===== src/apf_pkg.sv =====
package apf_pkg;

	localparam int DEPTH     = 16;
	localparam int ID_BITS   = 8;
	localparam int PRIO_BITS = 4;
	localparam int PRIO_MAX  = 15;
	localparam int CNT_BITS  = $clog2(DEPTH + 1);

	localparam int ST_BITS     = 2;
	localparam int IN_DATA_W   = ((ID_BITS + PRIO_BITS + 7) / 8) * 8;
	localparam int OUT_PAYLOAD = ST_BITS + ID_BITS + CNT_BITS;
	localparam int OUT_DATA_W  = ((OUT_PAYLOAD + 7) / 8) * 8;

	typedef enum logic [ST_BITS-1:0] {
		ST_OK      = 2'd0,
		ST_FULL    = 2'd1,
		ST_EMPTY   = 2'd2,
		ST_BADPRIO = 2'd3
	} status_t;

	typedef enum logic {
		ACT_INSERT   = 1'b0,
		ACT_RETRIEVE = 1'b1
	} action_t;

	// controller to datapath
	typedef struct packed {
		logic capture;   // latch the incoming request
		logic execute;   // apply the request and load the result register
	} apf_cmd_t;

endpackage


===== src/apf_ctrl.sv =====
module apf_ctrl (
	input  logic               clk,
	input  logic               arst_n,
	input  logic               in_valid,
	output logic               in_ready,
	output logic               out_valid,
	input  logic               out_ready,
	output apf_pkg::apf_cmd_t  cmd
);

	typedef enum logic {
		S_IDLE,
		S_EXEC
	} state_t;

	state_t state_q;
	logic   out_valid_q;
	logic   slot_free;

	assign slot_free   = !out_valid_q || out_ready;
	assign in_ready    = (state_q == S_IDLE);
	assign out_valid   = out_valid_q;
	assign cmd.capture = in_valid && in_ready;
	assign cmd.execute = (state_q == S_EXEC) && slot_free;

	always_ff @(posedge clk or negedge arst_n) begin
		if (!arst_n) begin
			state_q     <= S_IDLE;
			out_valid_q <= 1'b0;
		end else begin
			case (state_q)
				S_IDLE: begin
					if (out_ready)
						out_valid_q <= 1'b0;
					if (cmd.capture)
						state_q <= S_EXEC;
				end
				S_EXEC: begin
					// hold here until the result register can take the beat
					if (slot_free) begin
						out_valid_q <= 1'b1;
						state_q     <= S_IDLE;
					end
				end
				default: begin
					state_q     <= S_IDLE;
					out_valid_q <= 1'b0;
				end
			endcase
		end
	end

endmodule


===== src/apf_datapath.sv =====
module apf_datapath (
	input  logic                            clk,
	input  logic                            arst_n,
	input  apf_pkg::apf_cmd_t               cmd,
	input  logic                            req_action,
	input  logic [apf_pkg::ID_BITS-1:0]     req_id,
	input  logic [apf_pkg::PRIO_BITS-1:0]   req_prio,
	output apf_pkg::status_t                res_status,
	output logic [apf_pkg::ID_BITS-1:0]     res_id,
	output logic [apf_pkg::CNT_BITS-1:0]    res_occupancy
);

	localparam int D = apf_pkg::DEPTH;

	logic [apf_pkg::ID_BITS-1:0]   id_q   [D];
	logic [apf_pkg::PRIO_BITS-1:0] prio_q [D];
	logic [apf_pkg::CNT_BITS-1:0]  count_q;

	logic                          act_q;
	logic [apf_pkg::ID_BITS-1:0]   new_id_q;
	logic [apf_pkg::PRIO_BITS-1:0] new_prio_q;

	apf_pkg::status_t              status_q;
	logic [apf_pkg::ID_BITS-1:0]   out_id_q;
	logic [apf_pkg::CNT_BITS-1:0]  occ_q;

	apf_pkg::status_t              status_c;
	logic [apf_pkg::CNT_BITS-1:0]  count_c;
	logic                          do_insert;
	logic                          do_retrieve;
	logic [D-1:0]                  gt;

	function automatic logic [apf_pkg::PRIO_BITS-1:0] age(
		input logic [apf_pkg::PRIO_BITS-1:0] p
	);
		return (p > apf_pkg::PRIO_BITS'(1)) ? p - apf_pkg::PRIO_BITS'(1) : p;
	endfunction

	always_comb begin
		status_c    = apf_pkg::ST_OK;
		count_c     = count_q;
		do_insert   = 1'b0;
		do_retrieve = 1'b0;
		if (act_q == apf_pkg::ACT_INSERT) begin
			if (new_prio_q == '0 ||
			    32'(new_prio_q) > apf_pkg::PRIO_MAX) begin
				status_c = apf_pkg::ST_BADPRIO;
			end else if (count_q == apf_pkg::CNT_BITS'(D)) begin
				status_c = apf_pkg::ST_FULL;
			end else begin
				do_insert = 1'b1;
				count_c   = count_q + apf_pkg::CNT_BITS'(1);
			end
		end else begin
			if (count_q == '0) begin
				status_c = apf_pkg::ST_EMPTY;
			end else begin
				do_retrieve = 1'b1;
				count_c     = count_q - apf_pkg::CNT_BITS'(1);
			end
		end
	end

	// request and result registers
	always_ff @(posedge clk) begin
		if (cmd.capture) begin
			act_q      <= req_action;
			new_id_q   <= req_id;
			new_prio_q <= req_prio;
		end
		if (cmd.execute) begin
			status_q <= status_c;
			out_id_q <= do_retrieve ? id_q[0] : '0;
			occ_q    <= count_c;
		end
	end

	always_ff @(posedge clk or negedge arst_n) begin
		if (!arst_n)
			count_q <= '0;
		else if (cmd.execute)
			count_q <= count_c;
	end

	// cells stay sorted by priority, front at index 0; empty cells count as greater
	for (genvar i = 0; i < D; i++) begin : g_cell
		assign gt[i] = (apf_pkg::CNT_BITS'(i) < count_q) ? (prio_q[i] > new_prio_q) : 1'b1;

		always_ff @(posedge clk) begin
			if (cmd.execute && do_insert && gt[i]) begin
				if (i == 0) begin
					id_q[i]   <= new_id_q;
					prio_q[i] <= new_prio_q;
				end else if (!gt[(i == 0) ? 0 : i-1]) begin
					id_q[i]   <= new_id_q;
					prio_q[i] <= new_prio_q;
				end else begin
					id_q[i]   <= id_q[(i == 0) ? 0 : i-1];
					prio_q[i] <= prio_q[(i == 0) ? 0 : i-1];
				end
			end else if (cmd.execute && do_retrieve && i < D-1) begin
				// advance toward the front and age
				id_q[i]   <= id_q[(i < D-1) ? i+1 : i];
				prio_q[i] <= age(prio_q[(i < D-1) ? i+1 : i]);
			end
		end
	end

	assign res_status    = status_q;
	assign res_id        = out_id_q;
	assign res_occupancy = occ_q;

	a_count_bound: assert property (@(posedge clk) disable iff (!arst_n)
		count_q <= apf_pkg::CNT_BITS'(D))
		else $error("entry count above depth");

	a_insert_grows: assert property (@(posedge clk) disable iff (!arst_n)
		cmd.execute && do_insert |=> count_q == $past(count_q) + apf_pkg::CNT_BITS'(1))
		else $error("accepted insert did not add an entry");

	a_reject_holds: assert property (@(posedge clk) disable iff (!arst_n)
		cmd.execute && status_c != apf_pkg::ST_OK |=> $stable(count_q))
		else $error("rejected request changed the count");

	a_front_sorted: assert property (@(posedge clk) disable iff (!arst_n)
		count_q >= apf_pkg::CNT_BITS'(2) |-> prio_q[0] <= prio_q[1])
		else $error("front entries out of priority order");

endmodule


===== src/aging_priority_fifo.sv =====
// Bounded priority queue with aging, sixteen entries of id and priority.
// Request channel s_*: s_tuser carries the action (0 insert, 1 retrieve),
// s_tdata carries the id and the priority. Priority 1 is most urgent; an
// insert lands behind every held entry of equal or better priority.
// Result channel m_*: one beat per request with the status code (ok, full,
// empty, bad priority), the id removed by a good retrieve (else zero) and
// the occupancy after the request.
// A retrieve also ages the remaining entries: each priority above 1 drops
// by one.
// A request is latched into the request register, then the cell array
// shifts and ages and the result register loads, once it can take the beat;
// no new request is taken until then.
// The result register frees the request side: a new request is taken while
// the previous result waits. When m_tready stays low, the block holds the
// next finished request until the result register drains.
// Reset empties the queue and drops any pending result beat.
module aging_priority_fifo (
	input  logic                            clk,
	input  logic                            arst_n,
	input  logic                            s_tvalid,
	output logic                            s_tready,
	input  logic [apf_pkg::IN_DATA_W-1:0]   s_tdata,   // [7:0] item_id, [11:8] item_priority
	input  logic                            s_tuser,   // [0] action
	output logic                            m_tvalid,
	input  logic                            m_tready,
	output logic [apf_pkg::OUT_DATA_W-1:0]  m_tdata    // [1:0] status, [9:2] out_id, [14:10] occupancy
);

	apf_pkg::apf_cmd_t              cmd;
	apf_pkg::status_t               res_status;
	logic [apf_pkg::ID_BITS-1:0]    res_id;
	logic [apf_pkg::CNT_BITS-1:0]   res_occupancy;

	apf_ctrl u_ctrl (
		.clk       (clk),
		.arst_n    (arst_n),
		.in_valid  (s_tvalid),
		.in_ready  (s_tready),
		.out_valid (m_tvalid),
		.out_ready (m_tready),
		.cmd       (cmd)
	);

	apf_datapath u_datapath (
		.clk           (clk),
		.arst_n        (arst_n),
		.cmd           (cmd),
		.req_action    (s_tuser),
		.req_id        (s_tdata[apf_pkg::ID_BITS-1:0]),
		.req_prio      (s_tdata[apf_pkg::ID_BITS +: apf_pkg::PRIO_BITS]),
		.res_status    (res_status),
		.res_id        (res_id),
		.res_occupancy (res_occupancy)
	);

	assign m_tdata = apf_pkg::OUT_DATA_W'({res_occupancy, res_id, res_status});

endmodule


===== config.mk =====
export PLATFORM = sky130hd
export DESIGN_NAME = aging_priority_fifo
export DESIGN_NICKNAME = d
export VERILOG_FILES = /design/src/apf_pkg.sv /design/src/apf_ctrl.sv /design/src/apf_datapath.sv /design/src/aging_priority_fifo.sv
export SDC_FILE = /design/constraint.sdc
export NUM_CORES = 1
export LEC_CHECK = 0
export ABC_AREA = 0
export BUFFER_PORTS_ARGS = -buffer_cell sky130_fd_sc_hd__buf_2
export CAP_MARGIN = 20
export CELL_PAD_IN_SITES_DETAIL_PLACEMENT = 1
export CELL_PAD_IN_SITES_GLOBAL_PLACEMENT = 1
export CORE_UTILIZATION = 35
export CTS_CLUSTER_SIZE = 25
export DETAILED_ROUTE_END_ITERATION = 6
export GPL_TIMING_DRIVEN = 0
export PLACE_DENSITY = 0.62
export SYNTH_ARGS = -nofsm -noshare
export SYNTH_HDL_FRONTEND = slang
export SYNTH_SLANG_ARGS = --single-unit

===== constraint.sdc =====
create_clock -name clk -period 9 [get_ports clk]
set_input_delay 0.45 -clock clk [delete_from_list [all_inputs] [get_ports clk]]
set_output_delay 0.45 -clock clk [all_outputs]
set_load 0.005 [all_outputs]

==> summary.txt, run 1 <==
Outcome
  • Status: finished, final reports clean

STA
  • Maximum operating frequency: 199.3 MHz
  • Worst slew pin tran: 1179 ps
  • Crit share post-route: 0.5576
  • Clk_skew: 14.71 ps
  • Setup TNS: 0 ps
  • Worst slew margin: 0.2141
  • RSZ-0062 raised after global routing: no
  • Setup violators final: 0
  • Tmin final: 5018 ps
  • Final Max Slew Viols: 0
  • Final Hold Fails: 0

GRT
  • Grt total ovfl: 0
  • Gr usage total: 0.2163
  • Pin count of the biggest net entering global routing: 25
  • First-pass GRT wire length: 67.20 mm
  • Initial antenna violation count: 0
  • Number of global-route vias before repair: 11130

Power
  • Pwr Density: 391.4 nW/um2
  • Comb pwr share: 0.438
  • Internal Power: 3582 uW
  • Switching part of the total: 0.4137
  • Net Sw Power: 2527 uW
  • Clock power frac: 0.186
  • Leakage: 0.006316 uW
  • Max IR drop VDD: 0.0001503 V
  • Seq pwr share: 0.376

Clock tree
  • CTS H-tree lvls: 1
  • Cts repair resizes: 0
  • Worst skew pair latency: 560 ps
  • TritonCTS Buffers: 27
  • Clk slew on worst S/H paths: 60 ps
  • Max Buffers Root-to-Sink: 3
  • CTS tree: yes
  • Clock root cell: clkbuf_16
  • Sink Count: 227

Setup path
  • Critical path class: reg2reg
  • Critical Path End Type: flip-flop
  • CP Launch Type: flip-flop
  • Critical Path Fanout Max: 16
  • Critical Path AT: 5320 ps
  • Req. time, crit path: 9300 ps
  • Reg2Reg Setup Slack: 3980 ps

Drt
  • Wire per inst: 23.93 um
  • Drt total wl: 43.27 mm
  • DRT Pass-1 Iters: 5
  • Post-route ant nets: 0
  • Initial DRC count: 679
  • Via count of the routed design: 10400
  • Drt via density: 5.750
  • DRC viols: 0

Synth
  • Synthesized area per cell: 11.51 um2
  • Asr flop ratio synth: 0.03084
  • Syn_nets: 1315
  • Cell variety after synth: 65
  • #FFs+latches synth: 227
  • Ys flop type: edfxtp_1
  • Yosys warns: 0
  • Sequential area share after synthesis: 0.4926
  • Number of flops mapped to enable cells by yosys: 220
  • Synthesized instance count: 1196
  • Synth Cell Area: 13770 um2

Place
  • GP Congestion: 0.8511
  • Buffers added on ports: 33
  • Half-perimeter wire length after placement: 32.55 mm
  • Dpl cell area: 14710 um2

Floorplanning
  • CORE AREA: 38740 um2
  • I/O Pins: 39
  • Die Wd: 200.3 um
  • Die Ht: 200.3 um
  • Initial core utilization: 0.3554
  • DIE AREA: 40130 um2
  • FP Rows: 72

Layout
  • NumNets Final: 1389
  • Share of cells above drive strength 1: 0.1256
  • Final instance area: 15610 um2
  • Ant diodes: 0
  • Most frequent cells in the layout: edfxtp_1, a21o_1, a22o_1
  • Fillers: 4204
  • Commonest non-fill, non-tap cell in the layout: edfxtp_1
  • Layout overhead on the synthesized area: 13.38%

Flow run
  • Max cap viols: 0

Min path
  • Hold crit path type: in2reg
flip-flops by register name, indices dropped and copies added (netlist names):
signal and cells:
u_ctrl.out_valid 1, u_ctrl.state_q 1, u_datapath.act_q 1, u_datapath.count_q 5, u_datapath.id_q 128, u_datapath.new_id_q 8, u_datapath.new_prio_q 4, u_datapath.prio_q 64
u_datapath.res_id 8, u_datapath.res_occupancy 5, u_datapath.res_status 2
power by group through the flow:
stage          Clock [uW]  Sequential (uW)  Combinational (uW)
2_1_floorplan           0             2140                1830
3_3_place_gp            0             2320                2500
3_5_place_dp            0             2310                2660
4_1_cts              1160             2300                2680
5_1_grt              1200             2350                2960
6_report             1140             2300                2670
per-layer routing:
| layer | vias up | GRT usage | share of wire |
|---|---|---|---|
| li1 | 4832 | - | - |
| met1 | 5283 | 0.3063 | 0.47 |
| met2 | 223 | 0.3504 | 0.46 |
| met3 | 58 | 0.02197 | 0.037 |
| met4 | 0 | 0.06134 | 0.025 |
| met5 | - | 0 | 0 |
what timing repair did:
item,4_1_cts,5_1_grt
setup endpoints to repair,0,0
setup buffers,0,0
hold endpoints to repair,7,0
hold buffers,1,0
logic make-up (layout without fill, tap and decap cells):
| group | count (synthesis) | in the layout | synth area share |
|---|---|---|---|
| adder cells (fa/ha/maj) | 98 | 98 | 0.08908 |
| other | 1 | 1 | 0.0002724 |
| buffers and inverters | 114 | 208 | 0.03572 |
| AO/OA/AOI/OAI | 445 | 445 | 0.2416 |
| AND/OR/NAND/NOR | 261 | 261 | 0.1048 |
| flip-flops | 227 | 227 | 0.4926 |
| XOR/XNOR | 18 | 18 | 0.01145 |
| multiplexers | 32 | 32 | 0.02445 |
final timing paths:
kind | startpoint | end | cells after the start
max in group asynchronous | arst_n | u_ctrl.out_valid | 2
worst min-delay path | s_tdata[7] | u_datapath.new_id_q[7] | 1
worst max register to register | u_datapath.new_prio_q[3] | u_datapath.prio_q[7][1] | 9
worst max-delay path | u_datapath.new_prio_q[3] | u_datapath.prio_q[7][1] | 9
worst min register to register | u_ctrl.out_valid | u_ctrl.out_valid | 2
min in group asynchronous | arst_n | u_ctrl.state_q | 2
cell type report:
cell class	count	area, um2	area share
well taps	518	648.1	0.04153
clock buffers	30	686.9	0.04401
repair buffers	45	295.3	0.01892
inverters	47	176.4	0.01130
flip-flops and latches	227	6782	0.4345
multi-input cells	855	6500	0.4165
plain buffers	67	315.3	0.02020
clock inverters	19	203.9	0.01307
cell usage after synthesis, drive strengths merged (22+ instances only):
| cell type | number | area, um2 |
|---|---|---|
| o21ai | 74 | 370.4 |
| inv | 47 | 176.4 |
| a22o | 104 | 910.9 |
| buf | 43 | 225.2 |
| a211oi | 25 | 217.7 |
| nand2 | 42 | 167.7 |
| a21oi | 46 | 234.0 |
| nor2 | 75 | 309.0 |
| nand2b | 22 | 137.6 |
| ha | 98 | 1226 |
| edfxtp | 220 | 6606 |
| clkbuf | 24 | 90.09 |
| a221o | 31 | 310.3 |
| a21o | 115 | 863.3 |
| nor3 | 38 | 245.2 |
worst max-delay path, cell delays in order (launching register included):
cell and delay [ps]:
edfxtp_1 560, clkbuf_1 660, inv_1 700, ha_1 540, and4_1 220, a221oi_1 450, o211ai_1 300, nor2_1 660
nor2_2 280, a221o_1 370
stage by stage:
| stage | hold WS [ps] | utilization | total power, uW | setup slack [ps] | cells |
|---|---|---|---|---|---|
| 4_1_cts | 45.76 | 0.4029 | 6139 | 3986 | 1808 |
| 6_report | 71.74 | 0.4029 | 6109 | 3982 | 1808 |
| 2_1_floorplan | 154.4 | - | 3973 | 5859 | 1196 |
| 3_5_place_dp | 311.3 | 0.3797 | 4970 | 3990 | 1758 |
| 5_1_grt | 55.59 | 0.4029 | 6507 | 3902 | 1808 |
| 3_3_place_gp | 305.9 | 0.3764 | 4821 | 3890 | 1747 |
(Power assumes the default switching activity.)
==> inputs of run 2 (changes only) <==
Settings changed: ABC_AREA 0 to 1, PLACE_DENSITY 0.62 to 0.68.
Clock period 9 ns to 4 ns, I/O delays scaled along.
==> summary.txt, run 2 <==
Outcome
  • Status: finished, final reports clean

Clock tree
  • Postcts setup bufs: 0
  • Cts repair resizes: 0
  • Worst skew pair latency: 570 ps
  • CTS H-tree lvls: 1
  • CTS Hold Bufs: 18
  • CTS tree: yes
  • Sink Count: 227
  • Clk slew on worst S/H paths: 60 ps
  • TritonCTS Buffers: 29
  • Clock root cell: clkbuf_16
  • Max Buffers Root-to-Sink: 3

GRT
  • Pin count of the biggest net entering global routing: 25
  • Gr usage total: 0.2782
  • Initial antenna violation count: 0
  • Number of global-route vias before repair: 14380
  • Grt total ovfl: 0
  • First-pass GRT wire length: 90.42 mm

Drt
  • Drt via density: 5.694
  • Top Metal Used: met4
  • DRT Pass-1 Iters: 5
  • Met3 wire len: 3.879 mm
  • WL met2: 27.93 mm
  • Met1 WL: 26.04 mm
  • Via count of the routed design: 13990
  • Initial DRC count: 1086
  • DRC viols: 0
  • Wire per inst: 24.64 um
  • Post-route ant nets: 0
  • Drt total wl: 60.53 mm

Min path
  • Hold crit path type: in2reg

Setup path
  • Critical Path AT: 3970 ps
  • Critical Path Fanout Max: 20
  • CP Launch Type: flip-flop
  • Req. time, crit path: 4200 ps
  • Reg2Reg Setup Slack: 220 ps
  • Critical path class: reg2reg
  • Critical Path End Type: flip-flop

Layout
  • Top Registers: u_datapath.id_q: 128 flops, u_datapath.prio_q: 64 flops
  • Number of flip-flops in the largest register: 128
  • Layout overhead on the synthesized area: 13.70%
  • Most frequent cells in the layout: nand2_1, nand3_1, edfxtp_1
  • NumNets Final: 2018
  • Ant diodes: 0
  • Share of cells above drive strength 1: 0.1011
  • Final instance area: 17040 um2
  • Commonest non-fill, non-tap cell in the layout: nand2_1
  • Largest Register: u_datapath.id_q
  • Fillers: 5002

STA
  • Final hold slack: 337.6 ps
  • Worst slew pin tran: 1242 ps
  • Maximum operating frequency: 264.7 MHz
  • Crit share post-route: 0.9446
  • Clk_skew: 18.53 ps
  • Tmin final: 3778 ps
  • RSZ-0062 raised after global routing: no
  • Final Max Slew Viols: 0
  • Worst slew margin: 0.1721
  • Setup TNS: 0 ps
  • Setup violators final: 0
  • Final Hold Fails: 0

Synth
  • Syn_nets: 1929
  • Post-synth top area share: 0.4409
  • Asr flop ratio synth: 0.03084
  • Largest cells by area after synthesis: edfxtp_1, nand2_1, nand3_1
  • Yosys top cell by area: edfxtp_1
  • Synth Cell Area: 14980 um2
  • Synthesized instance count: 1810
  • Sequential area share after synthesis: 0.4526
  • Most frequent cells after synthesis: nand2_1, nand3_1, edfxtp_1
  • Cell variety after synth: 36
  • Most numerous cell in the Yosys netlist: nand2_1
  • Synthesized area per cell: 8.279 um2
  • Yosys warns: 0
  • Ys flop type: edfxtp_1
  • Number of flops mapped to enable cells by yosys: 220
  • #FFs+latches synth: 227

Place
  • Dpl cell area: 15970 um2
  • Half-perimeter wire length after placement: 44.46 mm
  • GP Congestion: 0.9441
  • Buffers added on ports: 33

Power
  • Pwr Density: 876.7 nW/um2
  • Internal Power: 7866 uW
  • Net Sw Power: 7071 uW
  • Switching part of the total: 0.4734
  • Comb pwr share: 0.487
  • Leakage: 0.007855 uW
  • Clock power frac: 0.171
  • Seq pwr share: 0.342
  • Max IR drop VDD: 0.0003598 V

Floorplanning
  • CORE AREA: 42040 um2
  • Die Wd: 208.9 um
  • I/O Pins: 39
  • FP Rows: 75
  • Die Ht: 208.9 um
  • Initial core utilization: 0.3564
  • DIE AREA: 43640 um2

Flow run
  • Max cap viols: 0
run 2: final cells by class:
type	instances	area (um2)	area share
Timing Repair Buffer	58	493.0	0.02893
Clock inverter	4	43.79	0.002570
Tap cell	539	674.4	0.03958
Multi-Input combinational cell	1292	6907	0.4054
Sequential cell	227	6782	0.3980
Clock buffer	46	839.6	0.04928
Inverter	190	718.2	0.04215
Buffer	101	580.6	0.03408
run 2: power by group through the flow:
stage | logic (uW) | registers, uW | clock network [uW]
finish | 7280 | 5110 | 2550
global route | 7990 | 5210 | 2630
CTS | 7190 | 5090 | 2560
detailed placement | 7110 | 5120 | 0
global placement | 6740 | 5130 | 0
floorplan | 4670 | 4750 | 0
run 2: logic make-up (layout without fill, tap and decap cells):
logic type                 count (synthesis)  count (layout)  synth area share
DFF                                      227             227            0.4526
other                                      1               1         0.0002503
and+or+nand+nor                         1052            1052            0.3157
xor gates and xnor gates                  38              38           0.02221
adders and majority gates                 98              98           0.08183
muxes                                     11              11          0.007348
buffers and inverters                    291             399           0.08667
AOI/OAI and AO/OA                         92              92           0.03340
run 2: worst paths after layout:
path                            cells after the start                 endpoint                startpoint
min in group asynchronous                           3    u_datapath.count_q[2]                    arst_n
worst min-delay path                                2   u_datapath.new_id_q[6]                s_tdata[6]
max in group asynchronous                           4    u_datapath.count_q[4]                    arst_n
worst min register to register                      2         u_ctrl.out_valid          u_ctrl.out_valid
worst max register to register                     11  u_datapath.prio_q[6][5]  u_datapath.new_prio_q[3]
worst max-delay path                               11  u_datapath.prio_q[6][5]  u_datapath.new_prio_q[3]
run 2: metal layers:
layer	track usage	vias up
met5	0	-
met4	0.1141	0
met3	0.03577	133
met2	0.4554	554
met1	0.3711	6994
li1	-	6309
run 2: critical path: stages, from the launching register on:
cell      delay [ps]
edfxtp_1         360
buf_4            220
inv_2            620
ha_1             380
nand2_1           70
inv_1             50
nand3_1           70
nand2_1           60
nand2_1          370
clkbuf_1         530
nand2_1          120
nand2_1          530
run 2: stage by stage:
stage                     utilization  instances  setup slack (ps)  total power [uW]
after floorplan                     -       1810              1037              9426
after global placement         0.3764       2382             -1289             11860
after detailed placement       0.3800       2389             245.9             12240
after CTS                      0.4053       2457             228.2             14840
after global routing           0.4053       2457             115.0             15830
final                          0.4053       2457             221.7             14940
==> inputs of run 3 (changes only) <==
Settings changed: CELL_PAD_IN_SITES_DETAIL_PLACEMENT 1 to 0.
==> summary.txt, run 3 (same netlist as run 2, synthesis figures left out) <==
STA
  • Setup TNS: 0 ps
  • Tmin final: 3627 ps
  • Clk_skew: 16.16 ps
  • Setup violators final: 0
  • Crit share post-route: 0.9066
  • Final Hold Fails: 0
  • Worst slew margin: 0.2010
  • Final hold slack: 332.6 ps
  • Final WS setup: 373.4 ps
  • Final Max Slew Viols: 0
  • RSZ-0062 raised after global routing: no
  • Maximum operating frequency: 275.7 MHz
  • Worst slew pin tran: 1199 ps

Power
  • Pwr Density: 863.7 nW/um2
  • Max IR drop VDD: 0.0003796 V
  • Leakage: 0.007856 uW

Place
  • Half-perimeter wire length after placement: 41.81 mm
  • Buffers added on ports: 33
  • GP Congestion: 0.9441
  • Pre-CTS setup slack: 369.3 ps

Setup path
  • Slowest stage cell, crit path: inv_2
  • Worst Setup SP: u_datapath.new_prio_q[3]
  • RR Startpoint: u_datapath.new_prio_q[3]
  • Most frequent CP cell: nand2_1
  • Critical Path Fanout Max: 20
  • Critical Path End Type: flip-flop
  • Critical Path AT: 3830 ps
  • Critical path class: reg2reg
  • Req. time, crit path: 4200 ps
  • Crit path cell chain: buf_4, inv_2, ha_1, nand2_1, inv_1, nand3_1, nand2_1, nand2_1, clkbuf_1, nand2_1, nand2_1
  • CP max stage delay: 570 ps
  • CP Launch Type: flip-flop

Drt
  • Initial DRC count: 1477
  • Via count of the routed design: 13690
  • Drt via density: 5.569
  • DRT Pass-1 Iters: 6
  • Drt total wl: 57.13 mm
  • Post-route ant nets: 0
  • Wire per inst: 23.23 um
  • DRC viols: 0

GRT
  • Global route hottest layer: met2
  • First-pass GRT wire length: 84.12 mm
  • Pin count of the biggest net entering global routing: 25
  • Initial antenna violation count: 0
  • M2 GR Usage: 0.4146
  • GR Util met3: 0.03351
  • Grt total ovfl: 0
  • Number of global-route vias before repair: 13120
  • Met1 Usage GRT: 0.3601
  • Gr usage total: 0.2612

Floorplanning
  • DIE AREA: 43640 um2
  • Die Ht: 208.9 um
  • I/O Pins: 39
  • Initial core utilization: 0.3564
  • FP Rows: 75
  • Die Wd: 208.9 um
  • CORE AREA: 42040 um2

Layout
  • Share of cells above drive strength 1: 0.1026
  • Top Registers: u_datapath.id_q: 128 flops, u_datapath.prio_q: 64 flops
  • Most frequent cells in the layout: nand2_1, nand3_1, edfxtp_1
  • Fillers: 4336
  • Commonest non-fill, non-tap cell in the layout: nand2_1
  • Layout overhead on the synthesized area: 13.63%
  • Ant diodes: 0
  • Largest Register: u_datapath.id_q
  • Number of flip-flops in the largest register: 128
  • NumNets Final: 2017

Clock tree
  • CTS H-tree lvls: 1
  • Worst skew pair latency: 580 ps
  • Postcts setup bufs: 0
  • Clk slew on worst S/H paths: 60 ps
  • Sink Count: 227
  • Clock root cell: clkbuf_16
  • TritonCTS Buffers: 29
  • CTS tree: yes
  • Max Buffers Root-to-Sink: 3

Min path
  • HP Start: s_tdata[6]
  • Hold crit path type: in2reg

Flow run
  • Max cap viols: 0

Outcome
  • Status: finished, final reports clean
run 3: cell count changes in the layout (fill, tap and decap cells not counted), sizes merged:
cell / before / now
clkinv: 3 / 17
bufinv: 1 / 2
dlygate4sd3: 18 / 17
clkbuf: 61 / 48
clkinvlp: 0 / 1
run 3: final timing paths:
kind | endpoint | slack [ps] | depth (start not counted)
worst max-delay path | u_datapath.id_q[1][45] | 370 | 11
worst min-delay path | u_datapath.new_id_q[6] | 330 | 2
min in group asynchronous | u_datapath.count_q[3] | 620 | 3
max in group asynchronous | u_datapath.count_q[1] | 3120 | 3
worst min register to register | u_datapath.id_q[1][52] | 530 | 2
worst max register to register | u_datapath.id_q[1][45] | 370 | 11
run 3: critical path, delay by kind of cell, from the launching register on:
kind / cells / cell delay [ps]
and+or+nand+nor: 6 / 1120
DFF: 1 / 360
adders and majority gates: 1 / 380
buffers and inverters: 4 / 1360
run 3: routing by layer:
layer | vias up | wire length (um)
met5 | - | 54
met4 | 2 | 2609
met3 | 136 | 4532
met2 | 610 | 25580
met1 | 6636 | 24350
li1 | 6309 | -
run 3: repair_timing:
action | in CTS | in global routing
hold endpoints to repair | 22 | 0
endpoints found under the setup margin | 0 | 0
hold buffers | 17 | 0
resized for setup | 0 | 0
run 3: metrics by stage:
stage | utilization | std cells | total power [uW] | area (um2)
2_1_floorplan | - | 1810 | 9426 | 14980
4_1_cts | 0.4050 | 2459 | 14610 | 17030
3_3_place_gp | 0.3764 | 2382 | 11860 | 15820
5_1_grt | 0.4050 | 2459 | 15650 | 17030
3_5_place_dp | 0.3800 | 2389 | 12070 | 15970
6_report | 0.4050 | 2459 | 14700 | 17030
run 3: layout make-up:
cell class | count | area, um2 | area share
Buffer | 101 | 580.6 | 0.03410
Clock buffer | 33 | 740.7 | 0.04350
Clock inverter | 20 | 141.4 | 0.008304
Inverter | 190 | 718.2 | 0.04218
Multi-Input combinational cell | 1292 | 6907 | 0.4056
Sequential cell | 227 | 6782 | 0.3983
Tap cell | 539 | 674.4 | 0.03961
Timing Repair Buffer | 57 | 483.0 | 0.02837
run 3: where the power goes:
group | total [uW] | leakage [uW] | internal, uW | switching [uW]
registers | 5090 | 0.00216 | 4270 | 822
clock network | 2520 | 0.000436 | 1440 | 1080
logic | 7090 | 0.00526 | 2100 | 4990
